<file path="src/hw/rtl/aep_pkg.sv">
`default_nettype none

package aep_pkg;

  localparam int AEP_MAX_PARAMS = 16;

  localparam logic [7:0] ESC_BYTE = 8'h1B;
  localparam logic [7:0] CTRL_L   = 8'h0C;

  // Byte classes, decided once per transaction from the byte and the parser state.
  typedef logic [3:0] cls_t;
  localparam cls_t CL_OPEN     = 4'd0;
  localparam cls_t CL_SGR      = 4'd1;
  localparam cls_t CL_MOVE     = 4'd2;
  localparam cls_t CL_STATUS   = 4'd3;
  localparam cls_t CL_GOTO     = 4'd4;
  localparam cls_t CL_CLEAR_J  = 4'd5;
  localparam cls_t CL_EOL      = 4'd6;
  localparam cls_t CL_END      = 4'd7;
  localparam cls_t CL_SEMI     = 4'd8;
  localparam cls_t CL_DIGIT    = 4'd9;
  localparam cls_t CL_ABORT    = 4'd10;
  localparam cls_t CL_FORMFEED = 4'd11;
  localparam cls_t CL_PRINT    = 4'd12;
  localparam cls_t CL_SWALLOW  = 4'd13;

  // Address sources for the parameter memory read port.
  typedef logic [1:0] rd_sel_t;
  localparam rd_sel_t RD_ZERO      = 2'd0;
  localparam rd_sel_t RD_ONE       = 2'd1;
  localparam rd_sel_t RD_INDEX     = 2'd2;
  localparam rd_sel_t RD_WALK_NEXT = 2'd3;

  // Display command codes.
  localparam logic [3:0] CMD_PRINT  = 4'd0;
  localparam logic [3:0] CMD_ATTR   = 4'd1;
  localparam logic [3:0] CMD_UP     = 4'd2;
  localparam logic [3:0] CMD_DOWN   = 4'd3;
  localparam logic [3:0] CMD_RIGHT  = 4'd4;
  localparam logic [3:0] CMD_LEFT   = 4'd5;
  localparam logic [3:0] CMD_GOTO   = 4'd6;
  localparam logic [3:0] CMD_CLEAR  = 4'd7;
  localparam logic [3:0] CMD_EOL    = 4'd8;
  localparam logic [3:0] CMD_STATUS = 4'd9;

  typedef struct packed {
    logic    load_byte;
    logic    decode;
    rd_sel_t rd_sel;
    logic    digit_wr;
    logic    p0_load;
    logic    p1_load;
    logic    sgr_apply;
    logic    walk_inc;
    logic    out_load;
  } aep_cmd_t;

  typedef struct packed {
    cls_t cls_now;
    cls_t cls_held;
    logic rd_two;
    logic rd_six;
    logic walk_last;
    logic out_free;
  } aep_stat_t;

endpackage

`default_nettype wire

</file>
<file path="src/hw/rtl/aep_ctrl.sv">
`default_nettype none

module aep_ctrl (
  input  wire logic              clk,
  input  wire logic              rst,
  input  wire logic              in_valid,
  output logic                   in_ready,
  input  wire aep_pkg::aep_stat_t stat,
  output aep_pkg::aep_cmd_t      cmd
);
  import aep_pkg::*;

  localparam logic [2:0] S_IDLE   = 3'd0;
  localparam logic [2:0] S_DECODE = 3'd1;
  localparam logic [2:0] S_DIGIT  = 3'd2;
  localparam logic [2:0] S_SGR    = 3'd3;
  localparam logic [2:0] S_SLOT0  = 3'd4;
  localparam logic [2:0] S_SLOT1  = 3'd5;
  localparam logic [2:0] S_EMIT   = 3'd6;

  logic [2:0] state;
  logic [2:0] state_next;

  always_ff @(posedge clk) begin
    if (rst) begin
      state <= S_IDLE;
    end else begin
      state <= state_next;
    end
  end

  assign in_ready = (state == S_IDLE);

  always_comb begin
    cmd        = '0;
    cmd.rd_sel = RD_ZERO;
    state_next = state;
    case (state)
      S_IDLE: begin
        if (in_valid) begin
          cmd.load_byte = 1'b1;
          state_next    = S_DECODE;
        end
      end
      S_DECODE: begin
        cmd.decode = 1'b1;
        case (stat.cls_now)
          CL_DIGIT: begin
            cmd.rd_sel = RD_INDEX;
            state_next = S_DIGIT;
          end
          CL_SGR: begin
            cmd.rd_sel = RD_ZERO;
            state_next = S_SGR;
          end
          CL_MOVE, CL_STATUS, CL_GOTO, CL_CLEAR_J: begin
            cmd.rd_sel = RD_ZERO;
            state_next = S_SLOT0;
          end
          CL_EOL, CL_FORMFEED, CL_PRINT: state_next = S_EMIT;
          default: state_next = S_IDLE;
        endcase
      end
      S_DIGIT: begin
        cmd.digit_wr = 1'b1;
        state_next   = S_IDLE;
      end
      S_SGR: begin
        cmd.sgr_apply = 1'b1;
        if (stat.walk_last) begin
          state_next = S_EMIT;
        end else begin
          cmd.walk_inc = 1'b1;
          cmd.rd_sel   = RD_WALK_NEXT;
        end
      end
      S_SLOT0: begin
        cmd.p0_load = 1'b1;
        case (stat.cls_held)
          CL_MOVE:    state_next = S_EMIT;
          CL_STATUS:  state_next = stat.rd_six ? S_EMIT : S_IDLE;
          CL_CLEAR_J: state_next = stat.rd_two ? S_EMIT : S_IDLE;
          CL_GOTO: begin
            cmd.rd_sel = RD_ONE;
            state_next = S_SLOT1;
          end
          default: state_next = S_IDLE;
        endcase
      end
      S_SLOT1: begin
        cmd.p1_load = 1'b1;
        state_next  = S_EMIT;
      end
      S_EMIT: begin
        if (stat.out_free) begin
          cmd.out_load = 1'b1;
          state_next   = S_IDLE;
        end
      end
      default: state_next = S_IDLE;
    endcase
  end

endmodule

`default_nettype wire

</file>
<file path="src/hw/rtl/aep_dp.sv">
`default_nettype none

module aep_dp #(
  parameter int MAX_PARAMS = aep_pkg::AEP_MAX_PARAMS
) (
  input  wire logic               clk,
  input  wire logic               rst,
  input  wire logic [7:0]         in_byte,
  input  wire aep_pkg::aep_cmd_t  cmd,
  output aep_pkg::aep_stat_t      stat,
  output logic                    out_valid,
  input  wire logic               out_ready,
  output logic [3:0]              command,
  output logic [7:0]              char_code,
  output logic [7:0]              text_attribute,
  output logic [15:0]             move_count,
  output logic signed [16:0]      target_row,
  output logic signed [16:0]      target_col
);
  import aep_pkg::*;

  localparam int IDX_W = (MAX_PARAMS > 1) ? $clog2(MAX_PARAMS) : 1;
  localparam logic [IDX_W:0] SLOT_COUNT = (IDX_W + 1)'(MAX_PARAMS);

  logic [7:0]       byte_q;
  logic [7:0]       prev_byte;
  logic             in_seq;
  logic [IDX_W-1:0] idx;
  logic [IDX_W-1:0] walk;
  logic [7:0]       attr;
  cls_t             cls_now;
  cls_t             cls_q;
  logic [15:0]      p0;
  logic [15:0]      p1;

  logic [15:0]           slots [MAX_PARAMS];
  logic [MAX_PARAMS-1:0] slot_vld;
  logic [15:0]           rd_data;
  logic                  rd_vld;
  logic [15:0]           rd_val;
  logic [IDX_W-1:0]      rd_addr;
  logic                  wr_en;
  logic [IDX_W-1:0]      wr_addr;
  logic [15:0]           wr_data;
  logic                  semi_room;
  logic [IDX_W:0]        idx_plus;
  logic [15:0]           digit_val;
  logic                  out_free;
  logic                  is_letter;

  function automatic logic [3:0] hue(input logic [3:0] sel);
    logic [3:0] h;
    case (sel)
      4'd1:    h = 4'd4;
      4'd2:    h = 4'd2;
      4'd3:    h = 4'd14;
      4'd4:    h = 4'd1;
      4'd5:    h = 4'd5;
      4'd6:    h = 4'd3;
      4'd7:    h = 4'd7;
      4'd9:    h = 4'd6;
      default: h = 4'd0;
    endcase
    return h;
  endfunction

  function automatic logic [7:0] sgr(input logic [7:0] a, input logic [15:0] code);
    logic [7:0] r;
    logic [3:0] h;
    r = a;
    h = 4'd0;
    if (code == 16'd0) begin
      r = 8'h07;
    end else if (code == 16'd1) begin
      r = a | 8'h08;
    end else if (code == 16'd5) begin
      r = a | 8'h80;
    end else if (code >= 16'd30 && code <= 16'd39) begin
      h = hue(4'(code - 16'd30));
      r = (a & 8'hF8) | {4'b0, h};
    end else if (code >= 16'd40 && code <= 16'd49) begin
      h = hue(4'(code - 16'd40));
      r = (a & 8'h8F) | {1'b0, h[2:0], 4'b0};
    end
    return r;
  endfunction

  // Byte classification against the parser state before this byte.
  assign is_letter = (byte_q >= 8'h41 && byte_q <= 8'h5A) ||
                     (byte_q >= 8'h61 && byte_q <= 8'h7A);

  always_comb begin
    if (byte_q == 8'h5B && prev_byte == ESC_BYTE) begin
      cls_now = CL_OPEN;
    end else if (in_seq) begin
      if (is_letter) begin
        case (byte_q)
          8'h6D:                      cls_now = CL_SGR;
          8'h41, 8'h42, 8'h43, 8'h44: cls_now = CL_MOVE;
          8'h6E:                      cls_now = CL_STATUS;
          8'h48, 8'h66:               cls_now = CL_GOTO;
          8'h4A:                      cls_now = CL_CLEAR_J;
          8'h4B:                      cls_now = CL_EOL;
          default:                    cls_now = CL_END;
        endcase
      end else if (byte_q == 8'h3B) begin
        cls_now = CL_SEMI;
      end else if (byte_q >= 8'h30 && byte_q <= 8'h39) begin
        cls_now = CL_DIGIT;
      end else begin
        cls_now = CL_ABORT;
      end
    end else if (byte_q == CTRL_L) begin
      cls_now = CL_FORMFEED;
    end else if (byte_q != ESC_BYTE) begin
      cls_now = CL_PRINT;
    end else begin
      cls_now = CL_SWALLOW;
    end
  end

  assign idx_plus  = {1'b0, idx} + 1'b1;
  assign semi_room = idx_plus < SLOT_COUNT;
  assign rd_val    = rd_vld ? rd_data : 16'd0;
  assign digit_val = (rd_val << 3) + (rd_val << 1) + {12'd0, byte_q[3:0]};
  assign out_free  = !out_valid || out_ready;

  always_comb begin
    case (cmd.rd_sel)
      RD_ONE:       rd_addr = IDX_W'(1);
      RD_INDEX:     rd_addr = idx;
      RD_WALK_NEXT: rd_addr = walk + 1'b1;
      default:      rd_addr = '0;
    endcase
  end

  always_comb begin
    wr_en   = 1'b0;
    wr_addr = '0;
    wr_data = 16'd0;
    if (cmd.decode && cls_now == CL_OPEN) begin
      wr_en = 1'b1;
    end else if (cmd.decode && cls_now == CL_SEMI && semi_room) begin
      wr_en   = 1'b1;
      wr_addr = idx_plus[IDX_W-1:0];
    end else if (cmd.digit_wr) begin
      wr_en   = 1'b1;
      wr_addr = idx;
      wr_data = digit_val;
    end else if (cmd.p0_load && cls_q == CL_MOVE && rd_val == 16'd0) begin
      // A zero move count is rewritten as one in the slot itself.
      wr_en   = 1'b1;
      wr_data = 16'd1;
    end
  end

  always_ff @(posedge clk) begin
    if (wr_en) begin
      slots[wr_addr] <= wr_data;
    end
    rd_data <= slots[rd_addr];
    rd_vld  <= slot_vld[rd_addr];
  end

  // An entry that was never written since reset reads as zero.
  always_ff @(posedge clk) begin
    if (rst) begin
      slot_vld <= '0;
    end else if (wr_en) begin
      slot_vld[wr_addr] <= 1'b1;
    end
  end

  always_ff @(posedge clk) begin
    if (rst) begin
      prev_byte <= 8'h00;
      in_seq    <= 1'b0;
      idx       <= '0;
      attr      <= 8'h70;
    end else begin
      if (cmd.decode) begin
        prev_byte <= byte_q;
        case (cls_now)
          CL_OPEN: begin
            in_seq <= 1'b1;
            idx    <= '0;
          end
          CL_SEMI: begin
            if (semi_room) begin
              idx <= idx_plus[IDX_W-1:0];
            end
          end
          CL_SGR, CL_MOVE, CL_STATUS, CL_GOTO, CL_CLEAR_J, CL_EOL, CL_END,
          CL_ABORT: in_seq <= 1'b0;
          default: ;
        endcase
      end
      if (cmd.sgr_apply) begin
        attr <= sgr(attr, rd_val);
      end
    end
  end

  always_ff @(posedge clk) begin
    if (cmd.load_byte) begin
      byte_q <= in_byte;
    end
    if (cmd.decode) begin
      cls_q <= cls_now;
      walk  <= '0;
    end else if (cmd.walk_inc) begin
      walk <= walk + 1'b1;
    end
    if (cmd.p0_load) begin
      p0 <= (cls_q == CL_MOVE && rd_val == 16'd0) ? 16'd1 : rd_val;
    end
    if (cmd.p1_load) begin
      p1 <= rd_val;
    end
  end

  always_ff @(posedge clk) begin
    if (rst) begin
      out_valid <= 1'b0;
    end else if (cmd.out_load) begin
      out_valid <= 1'b1;
    end else if (out_ready) begin
      out_valid <= 1'b0;
    end
  end

  always_ff @(posedge clk) begin
    if (cmd.out_load) begin
      text_attribute <= attr;
      char_code      <= 8'd0;
      move_count     <= 16'd0;
      target_row     <= 17'sd0;
      target_col     <= 17'sd0;
      case (cls_q)
        CL_SGR:      command <= CMD_ATTR;
        CL_MOVE: begin
          move_count <= p0;
          case (byte_q)
            8'h41:   command <= CMD_UP;
            8'h42:   command <= CMD_DOWN;
            8'h43:   command <= CMD_RIGHT;
            default: command <= CMD_LEFT;
          endcase
        end
        CL_STATUS:   command <= CMD_STATUS;
        CL_GOTO: begin
          command    <= CMD_GOTO;
          target_row <= signed'({1'b0, p0} - 17'd1);
          target_col <= signed'({1'b0, p1} - 17'd1);
        end
        CL_CLEAR_J, CL_FORMFEED: command <= CMD_CLEAR;
        CL_EOL:      command <= CMD_EOL;
        default: begin
          command   <= CMD_PRINT;
          char_code <= byte_q;
        end
      endcase
    end
  end

  assign stat.cls_now   = cls_now;
  assign stat.cls_held  = cls_q;
  assign stat.rd_two    = (rd_val == 16'd2);
  assign stat.rd_six    = (rd_val == 16'd6);
  assign stat.walk_last = (walk == idx);
  assign stat.out_free  = out_free;

  a_load_when_free: assert property (@(posedge clk) disable iff (rst)
    cmd.out_load |-> out_free)
    else $error("result loaded over a transaction not yet taken");

  a_walk_bound: assert property (@(posedge clk) disable iff (rst)
    cmd.sgr_apply |-> walk <= idx)
    else $error("attribute walk passed the current parameter slot");

  a_open_state: assert property (@(posedge clk) disable iff (rst)
    cmd.decode && cls_now == CL_OPEN |=> in_seq && idx == '0)
    else $error("sequence open did not reset the parameter index");

  a_digit_after_decode: assert property (@(posedge clk) disable iff (rst)
    cmd.digit_wr |-> $past(cmd.decode))
    else $error("digit written without a preceding slot read");

endmodule

`default_nettype wire

</file>
<file path="src/hw/rtl/ansi_escape_parser.sv">
`default_nettype none
// Handshake: in_ready is high only in the idle state, so a new byte is not accepted until
// the previous one has been decoded and any result that it produces has been loaded at the output.
// A result still waiting at the output holds the controller in its emit state.
// Reset: synchronous; parser cleared, attribute 0x70, slots read as zero through valid bits.

module ansi_escape_parser #(
  parameter int MAX_PARAMS = aep_pkg::AEP_MAX_PARAMS
) (
  input  wire logic              clk,
  input  wire logic              rst,
  input  wire logic              in_valid,
  output logic                   in_ready,
  input  wire logic [7:0]        in_byte,
  output logic                   out_valid,
  input  wire logic              out_ready,
  output logic [3:0]             command,
  output logic [7:0]             char_code,
  output logic [7:0]             text_attribute,
  output logic [15:0]            move_count,
  output logic signed [16:0]     target_row,
  output logic signed [16:0]     target_col
);
  import aep_pkg::*;

  aep_cmd_t  cmd;
  aep_stat_t stat;

  aep_ctrl u_ctrl (
    .clk      (clk),
    .rst      (rst),
    .in_valid (in_valid),
    .in_ready (in_ready),
    .stat     (stat),
    .cmd      (cmd)
  );

  aep_dp #(
    .MAX_PARAMS (MAX_PARAMS)
  ) u_dp (
    .clk            (clk),
    .rst            (rst),
    .in_byte        (in_byte),
    .cmd            (cmd),
    .stat           (stat),
    .out_valid      (out_valid),
    .out_ready      (out_ready),
    .command        (command),
    .char_code      (char_code),
    .text_attribute (text_attribute),
    .move_count     (move_count),
    .target_row     (target_row),
    .target_col     (target_col)
  );

endmodule

`default_nettype wire

</file>
<file path="config.mk">
export PLATFORM = sky130hd
export DESIGN_NAME = ansi_escape_parser
export DESIGN_NICKNAME = d
export VERILOG_FILES = /design/src/hw/rtl/aep_pkg.sv /design/src/hw/rtl/aep_ctrl.sv /design/src/hw/rtl/aep_dp.sv /design/src/hw/rtl/ansi_escape_parser.sv
export SDC_FILE = /design/constraint.sdc
export NUM_CORES = 1
export LEC_CHECK = 0
export BUFFER_PORTS_ARGS = -buffer_cell sky130_fd_sc_hd__buf_4
export CAP_MARGIN = 20
export CORE_ASPECT_RATIO = 1.5
export CORE_MARGIN = 4
export CORE_UTILIZATION = 50
export DETAILED_ROUTE_END_ITERATION = 16
export PLACE_DENSITY = 0.69
export SYNTH_ARGS = -nofsm -noshare
export SYNTH_HDL_FRONTEND = slang
export SYNTH_SLANG_ARGS = --single-unit
</file>
<file path="constraint.sdc">
create_clock -name clk -period 7.1 [get_ports clk]
set_clock_uncertainty 0.2 [all_clocks]
set_input_delay 1.42 -clock clk [delete_from_list [all_inputs] [get_ports clk]]
set_output_delay 1.42 -clock clk [all_outputs]
set_load 0.02 [all_outputs]
</file>
[Word level (Yosys, flattened, before mapping)]
Memory sizes are Yosys's and may differ from the RTL's. A register that Yosys moved wholly into a read port is not among the register bits.
Cells that the tools add are included.
Storage, ports and cells
  bits in latches: 0
  RAM bits: 256
  memories kept: 3
  memory bits (read-only): 128
  output and inout bits: 72
  bits in registers: 160
  logic and storage cells: 216
  input bits: 12
Memories
  u_dp.slots: words 16, bits a word 16, rd ports 1, clocked after memory_dff 1, write ports 1, line aep_dp.sv:36  | logic [15:0] slots [MAX_PARAMS];
  (name not given): words 16, bits a word 4, rd ports 1, clocked after memory_dff 0, write ports 0, line aep_dp.sv:53  | case (sel)
  (name not given): words 16, bits a word 4, rd ports 1, clocked after memory_dff 0, write ports 0, line aep_dp.sv:53
Operators by class
  div/mod/pow operators: 0
  equality and inequality tests: 55
  bitwise operators: 3
  $add $sub $neg: 8
  multiply operators: 0
  shifts and indexed selects: 0
  mux-type cells: 74
  reductions and logical operators: 38
  magnitude comparators: 14
Operators with widths (number)
  $eq A8 B7 Y1 const B: 11
  $mux W16: 4
  $mux W4: 15
  $mux W8: 5
  $mux W3: 12
  $pmux W3 S6: 2
  $sub A16 B1 Y17 const B: 2
  $eq A16 B3 Y1 const B: 2
  $le A16 B6 Y1 const B: 2
  $eq A4 B3 Y1 const B: 7
  $eq A4 B4 Y1 const B: 6
  $pmux W3 S4: 2
  $pmux W4 S6: 1
  $mux W1: 22
  $add A16 B16 Y16: 1
  $add A16 B4 Y16: 1
  $eq A16 B1 Y1 const B: 1
  $eq A16 B2 Y1 const B: 1
  $eq A4 B2 Y1 const B: 4
  $ge A16 B5 Y1 const B: 1
  $ge A16 B6 Y1 const B: 1
  $ge A8 B7 Y1 const B: 2
  $le A8 B7 Y1 const B: 2
  $logic_not A16 Y1: 1
  49 further kinds: 84

[Depth between registers and ports, before layout]
  depth after elaboration: 17
  depth in mapped cells: 15
  mapped depth without buffers: 14

[Hierarchy]
From an unflattened synthesis, not the netlist that was laid out.
Unflattened totals
  cell total of the unflattened synthesis: 1300
  area total of the unflattened synthesis: 18874.4 um2
By module, submodules not included
  aep_dp: instances 1, area an instance 18477.7 um2, seq. area each 12291.8 um2, cells each 1247
  aep_ctrl: instances 1, area an instance 396.6 um2, seq. area each 60.1 um2, cells each 53

[Worst setup path before layout]
No wires, ideal clock.
  kind: input to register
  start: input port out_ready
  end: register u_dp.char_code[0] (enable)
  library setup time: 0.507 ns
  path slack: 1.717 ns
  data required time: 6.393 ns
  data arrival time: 4.676 ns
  stages: 2
  path buffers: 0
  path through: nand2b_1 > nor2b_1
RTL lines
  from (decl): line ansi_escape_parser.sv:16  | input wire logic out_ready,
  to (signal assigned): line aep_dp.sv:260  | char_code <= byte_q;
  to (decl): line aep_dp.sv:14  | output logic [7:0] char_code,

[Worst setup path in the final report]
  start: register u_dp.rd_vld
  end: memory u_dp.slots[8][15] (data pin)
On the way
  word-level cells in the longest chain between the ends: 6
Ends and longest elaborated chain
  from (decl): line aep_dp.sv:39  | logic rd_vld;
  from (signal assigned): line aep_dp.sv:162  | rd_vld <= slot_vld[rd_addr];
  $mux W16: line aep_dp.sv:124  | assign rd_val = rd_vld ? rd_data : 16'd0;
  named net u_dp.rd_val[0]: line aep_dp.sv:40  | logic [15:0] rd_val;
  $add A16 B16 Y16: line aep_dp.sv:125  | assign digit_val = (rd_val << 3) + (rd_val << 1) + {12'd0, byte_q[3:0]};
  $add A16 B4 Y16: line aep_dp.sv:125
  $mux W16: line aep_dp.sv:146  | end else if (cmd.digit_wr) begin
  $mux W16: line aep_dp.sv:143  | end else if (cmd.decode && cls_now == CL_SEMI && semi_room) begin
  $mux W16: line aep_dp.sv:141  | if (cmd.decode && cls_now == CL_OPEN) begin
  named net u_dp.wr_data[15]: line aep_dp.sv:44  | logic [15:0] wr_data;
  to (decl): line aep_dp.sv:36
The timed path passes the listed nets, and every way through them passes these cells.

==> reports/metrics.cfg <==
[status]
outcome = finished, final reports clean

[global_route]
grt_overflow = 0
grt_pass1_vias = 12149
grt_max_degree = 91
antenna_found_initial = 0
grt_first_pass_wirelength_um = 66300
track_usage_pct = 20.2

[clock_tree]
postCtsSetupBuffers = 0
clock_path_buffers = 3
h-tree-depth = 2
insertion_delay_ns = 0.56
hold_buffers = 0
cts_tree = yes
cts_root_buf = clkbuf_16
post_cts_resized = 0
clkTransAtPathRegs_ns = 0.07
clock_sinks = 432
cts_inserted_buffers = 39

[floorplan]
coreArea_mm2 = 0.0377
ios = 84
die_w_um = 167
rows = 87
die-area_mm2 = 0.0414
initial_utilization_pct = 50.6
die_h_um = 247

[timing]
maxSlewHeadroom_pct = 31.6
finalSetupViolations = 0
fmax_mhz = 207
final.period_utilization_pct = 68.1
rsz0062_at_grt = no
final.min_clock_period_ns = 4.84
finalMaxSlewViolations = 0
worst-slew-pin-transition_ns = 1.03
finalWorstSetupSlack_ns = 2.26
fin_setup_tns_ns = 0
hold_viol = 0

[worst_setup_path]
path_max_fanout = 34
worstPathArrival_ns = 4.85
worst_setup_path_start_kind = flop
end_kind = flop
path_class = reg2reg
critPathRequiredTime_ns = 7.12

[route]
dr_wl_met2_um = 22800
vias_per_cell = 5.84
top_layer_used = met4
wl_met3_um = 2240
drt_iter0_drc = 1287
dr.pass1.iters = 5
drc = 0
drt-met1-wl_um = 16500
routed_wl_um = 42900
drtAntennaViolNets = 0
wl_per_cell_um = 19.9
via_count = 12576

[finish]
drive_gt1_share_pct = 12.8
post-route-cell-area_mm2 = 0.0214
n_fill_cell = 3075
num-nets-final = 1680
antennaDiodeCount = 0
syn2layout_area_growth_pct = 12.2

[yosys]
synth_top_area_cell = edfxtp_1
synth_area_mm2 = 0.0191
synth.yosys.seq_area_share_pct = 64.8
yosys-top-cells-count = 370 x edfxtp_1, 200 x nand2_1, 118 x and2_1
synth_nets = 1617
yosys-top-cells-area = edfxtp_1 58%, dfxtp_1 6.5%, nand2_1 3.9%
yosysTopAreaCellShare_pct = 58.3
synth_most_common_cell = edfxtp_1
syn_avg_cell_area_um2 = 12.1
async_flop_share_pct = 0
ys.warnings.count = 0
synthFlopType = edfxtp_1
syn_inst = 1571
synth_seq_cells = 432
synth_edf_count = 370
synth_cell_types = 78

[placed_design]
placed_area_mm2 = 0.0202
gp_congestion = 0.882
port_buffers = 83
pre_cts_slack_ns = 2.41
dpl.hpwl_um = 27000

[min_path]
hold_class = reg2reg

[power_and_ir_drop]
peakVddDrop_v = 0.000193
powerDensity_mw_per_mm2 = 237
p_total_w = 0.00507
p_leak_nw = 7.50

[job]
drv_cap = 0

## stage by stage
stage          hold slack (ns)  util [%]  std cells
2_1_floorplan            0.208         -       1571
3_3_place_gp             0.219      53.5       2081
3_5_place_dp             0.219      53.5       2081
4_1_cts                  0.241      56.8       2153
5_1_grt                  0.257      56.8       2154
6_report                 0.241      56.8       2154
## worst max-delay path, cell delays in order (launching register included)
cell and delay (ns):
dfxtp_1 0.31, buf_4 0.27, nand2_1 0.20, inv_1 0.31, fa_1 0.51, ha_1 0.34
a211oi_1 0.33, o21bai_1 0.19, a31oi_1 0.27, o21ai_0 0.20, o211ai_1 0.30, o21ai_0 0.17
xnor2_1 0.16, nor2_1 0.73
## routing by layer
layer / vias up / global-route usage [%]
met5: - / 0
met4: 0 / 7.07
met1: 6134 / 23.8
li1: 5937 / -
met3: 89 / 2.67
met2: 416 / 37.6
## state kept, by name, indices dropped and copies added, names as in the netlist, 16 cells and up
signal           flops
u_dp.slot_vld       16
u_dp.p0             16
u_dp.target_row     17
u_dp.move_count     16
u_dp.target_col     17
u_dp.p1             16
u_dp.rd_data        16
u_dp.slots         256
## cells in the final DEF, fill, tap and decap left out, types with 32 or more instances in the layout
master     netlist  final
edfxtp_1       370    370
nand2_1        200    200
and2_1         118    118
buf_4            3    115
nor2_1         106    106
a211oi_1        86     86
a21oi_1         70     70
dfxtp_1         62     62
a31oi_1         57     57
inv_1           46     46
clkbuf_16        0     39
ha_1            32     32
## worst paths after layout
| kind | from | endpoint | slack [ns] | cells after the start |
|---|---|---|---|---|
| max | u_dp.rd_vld | u_dp.slots[8][15] | 2.26 | 13 |
| min | u_dp.attr[6] | u_dp.text_attribute[6] | 0.24 | 0 |
| max reg2reg | u_dp.rd_vld | u_dp.slots[8][15] | 2.26 | 13 |
| min reg2reg | u_dp.attr[6] | u_dp.text_attribute[6] | 0.24 | 0 |
## report_power, final
| part | internal, W | switching [W] | total (W) |
|---|---|---|---|
| Combinational | 0.0000806 | 0.000145 | 0.000226 |
| Clock | 0.00110 | 0.000923 | 0.00202 |
| Sequential | 0.00278 | 0.0000498 | 0.00283 |
| Total | 0.00396 | 0.00112 | 0.00507 |
## logic make-up after synthesis
| logic type | after synthesis | synth area share [%] |
|---|---|---|
| adder cells (fa/ha/maj) | 34 | 2.31 |
| multiplexers | 5 | 0.269 |
| AO/OA/AOI/OAI | 351 | 12.7 |
| buffers and inverters | 140 | 3.09 |
| flip-flops | 432 | 64.8 |
| AND/OR/NAND/NOR | 568 | 14.9 |
| XOR/XNOR | 41 | 1.88 |
## final cells by class
class	instances	area (um2)	share of cell area, %
sequential	432	12400	57.7
tap	489	612	2.86
inverter	47	176	0.825
clock buffer	44	995	4.65
timing repair buffer	115	863	4.04
multi-input combinational	999	6160	28.8
clock inverter	28	235	1.10
Note: power is estimated with default switching activity, not from simulation.
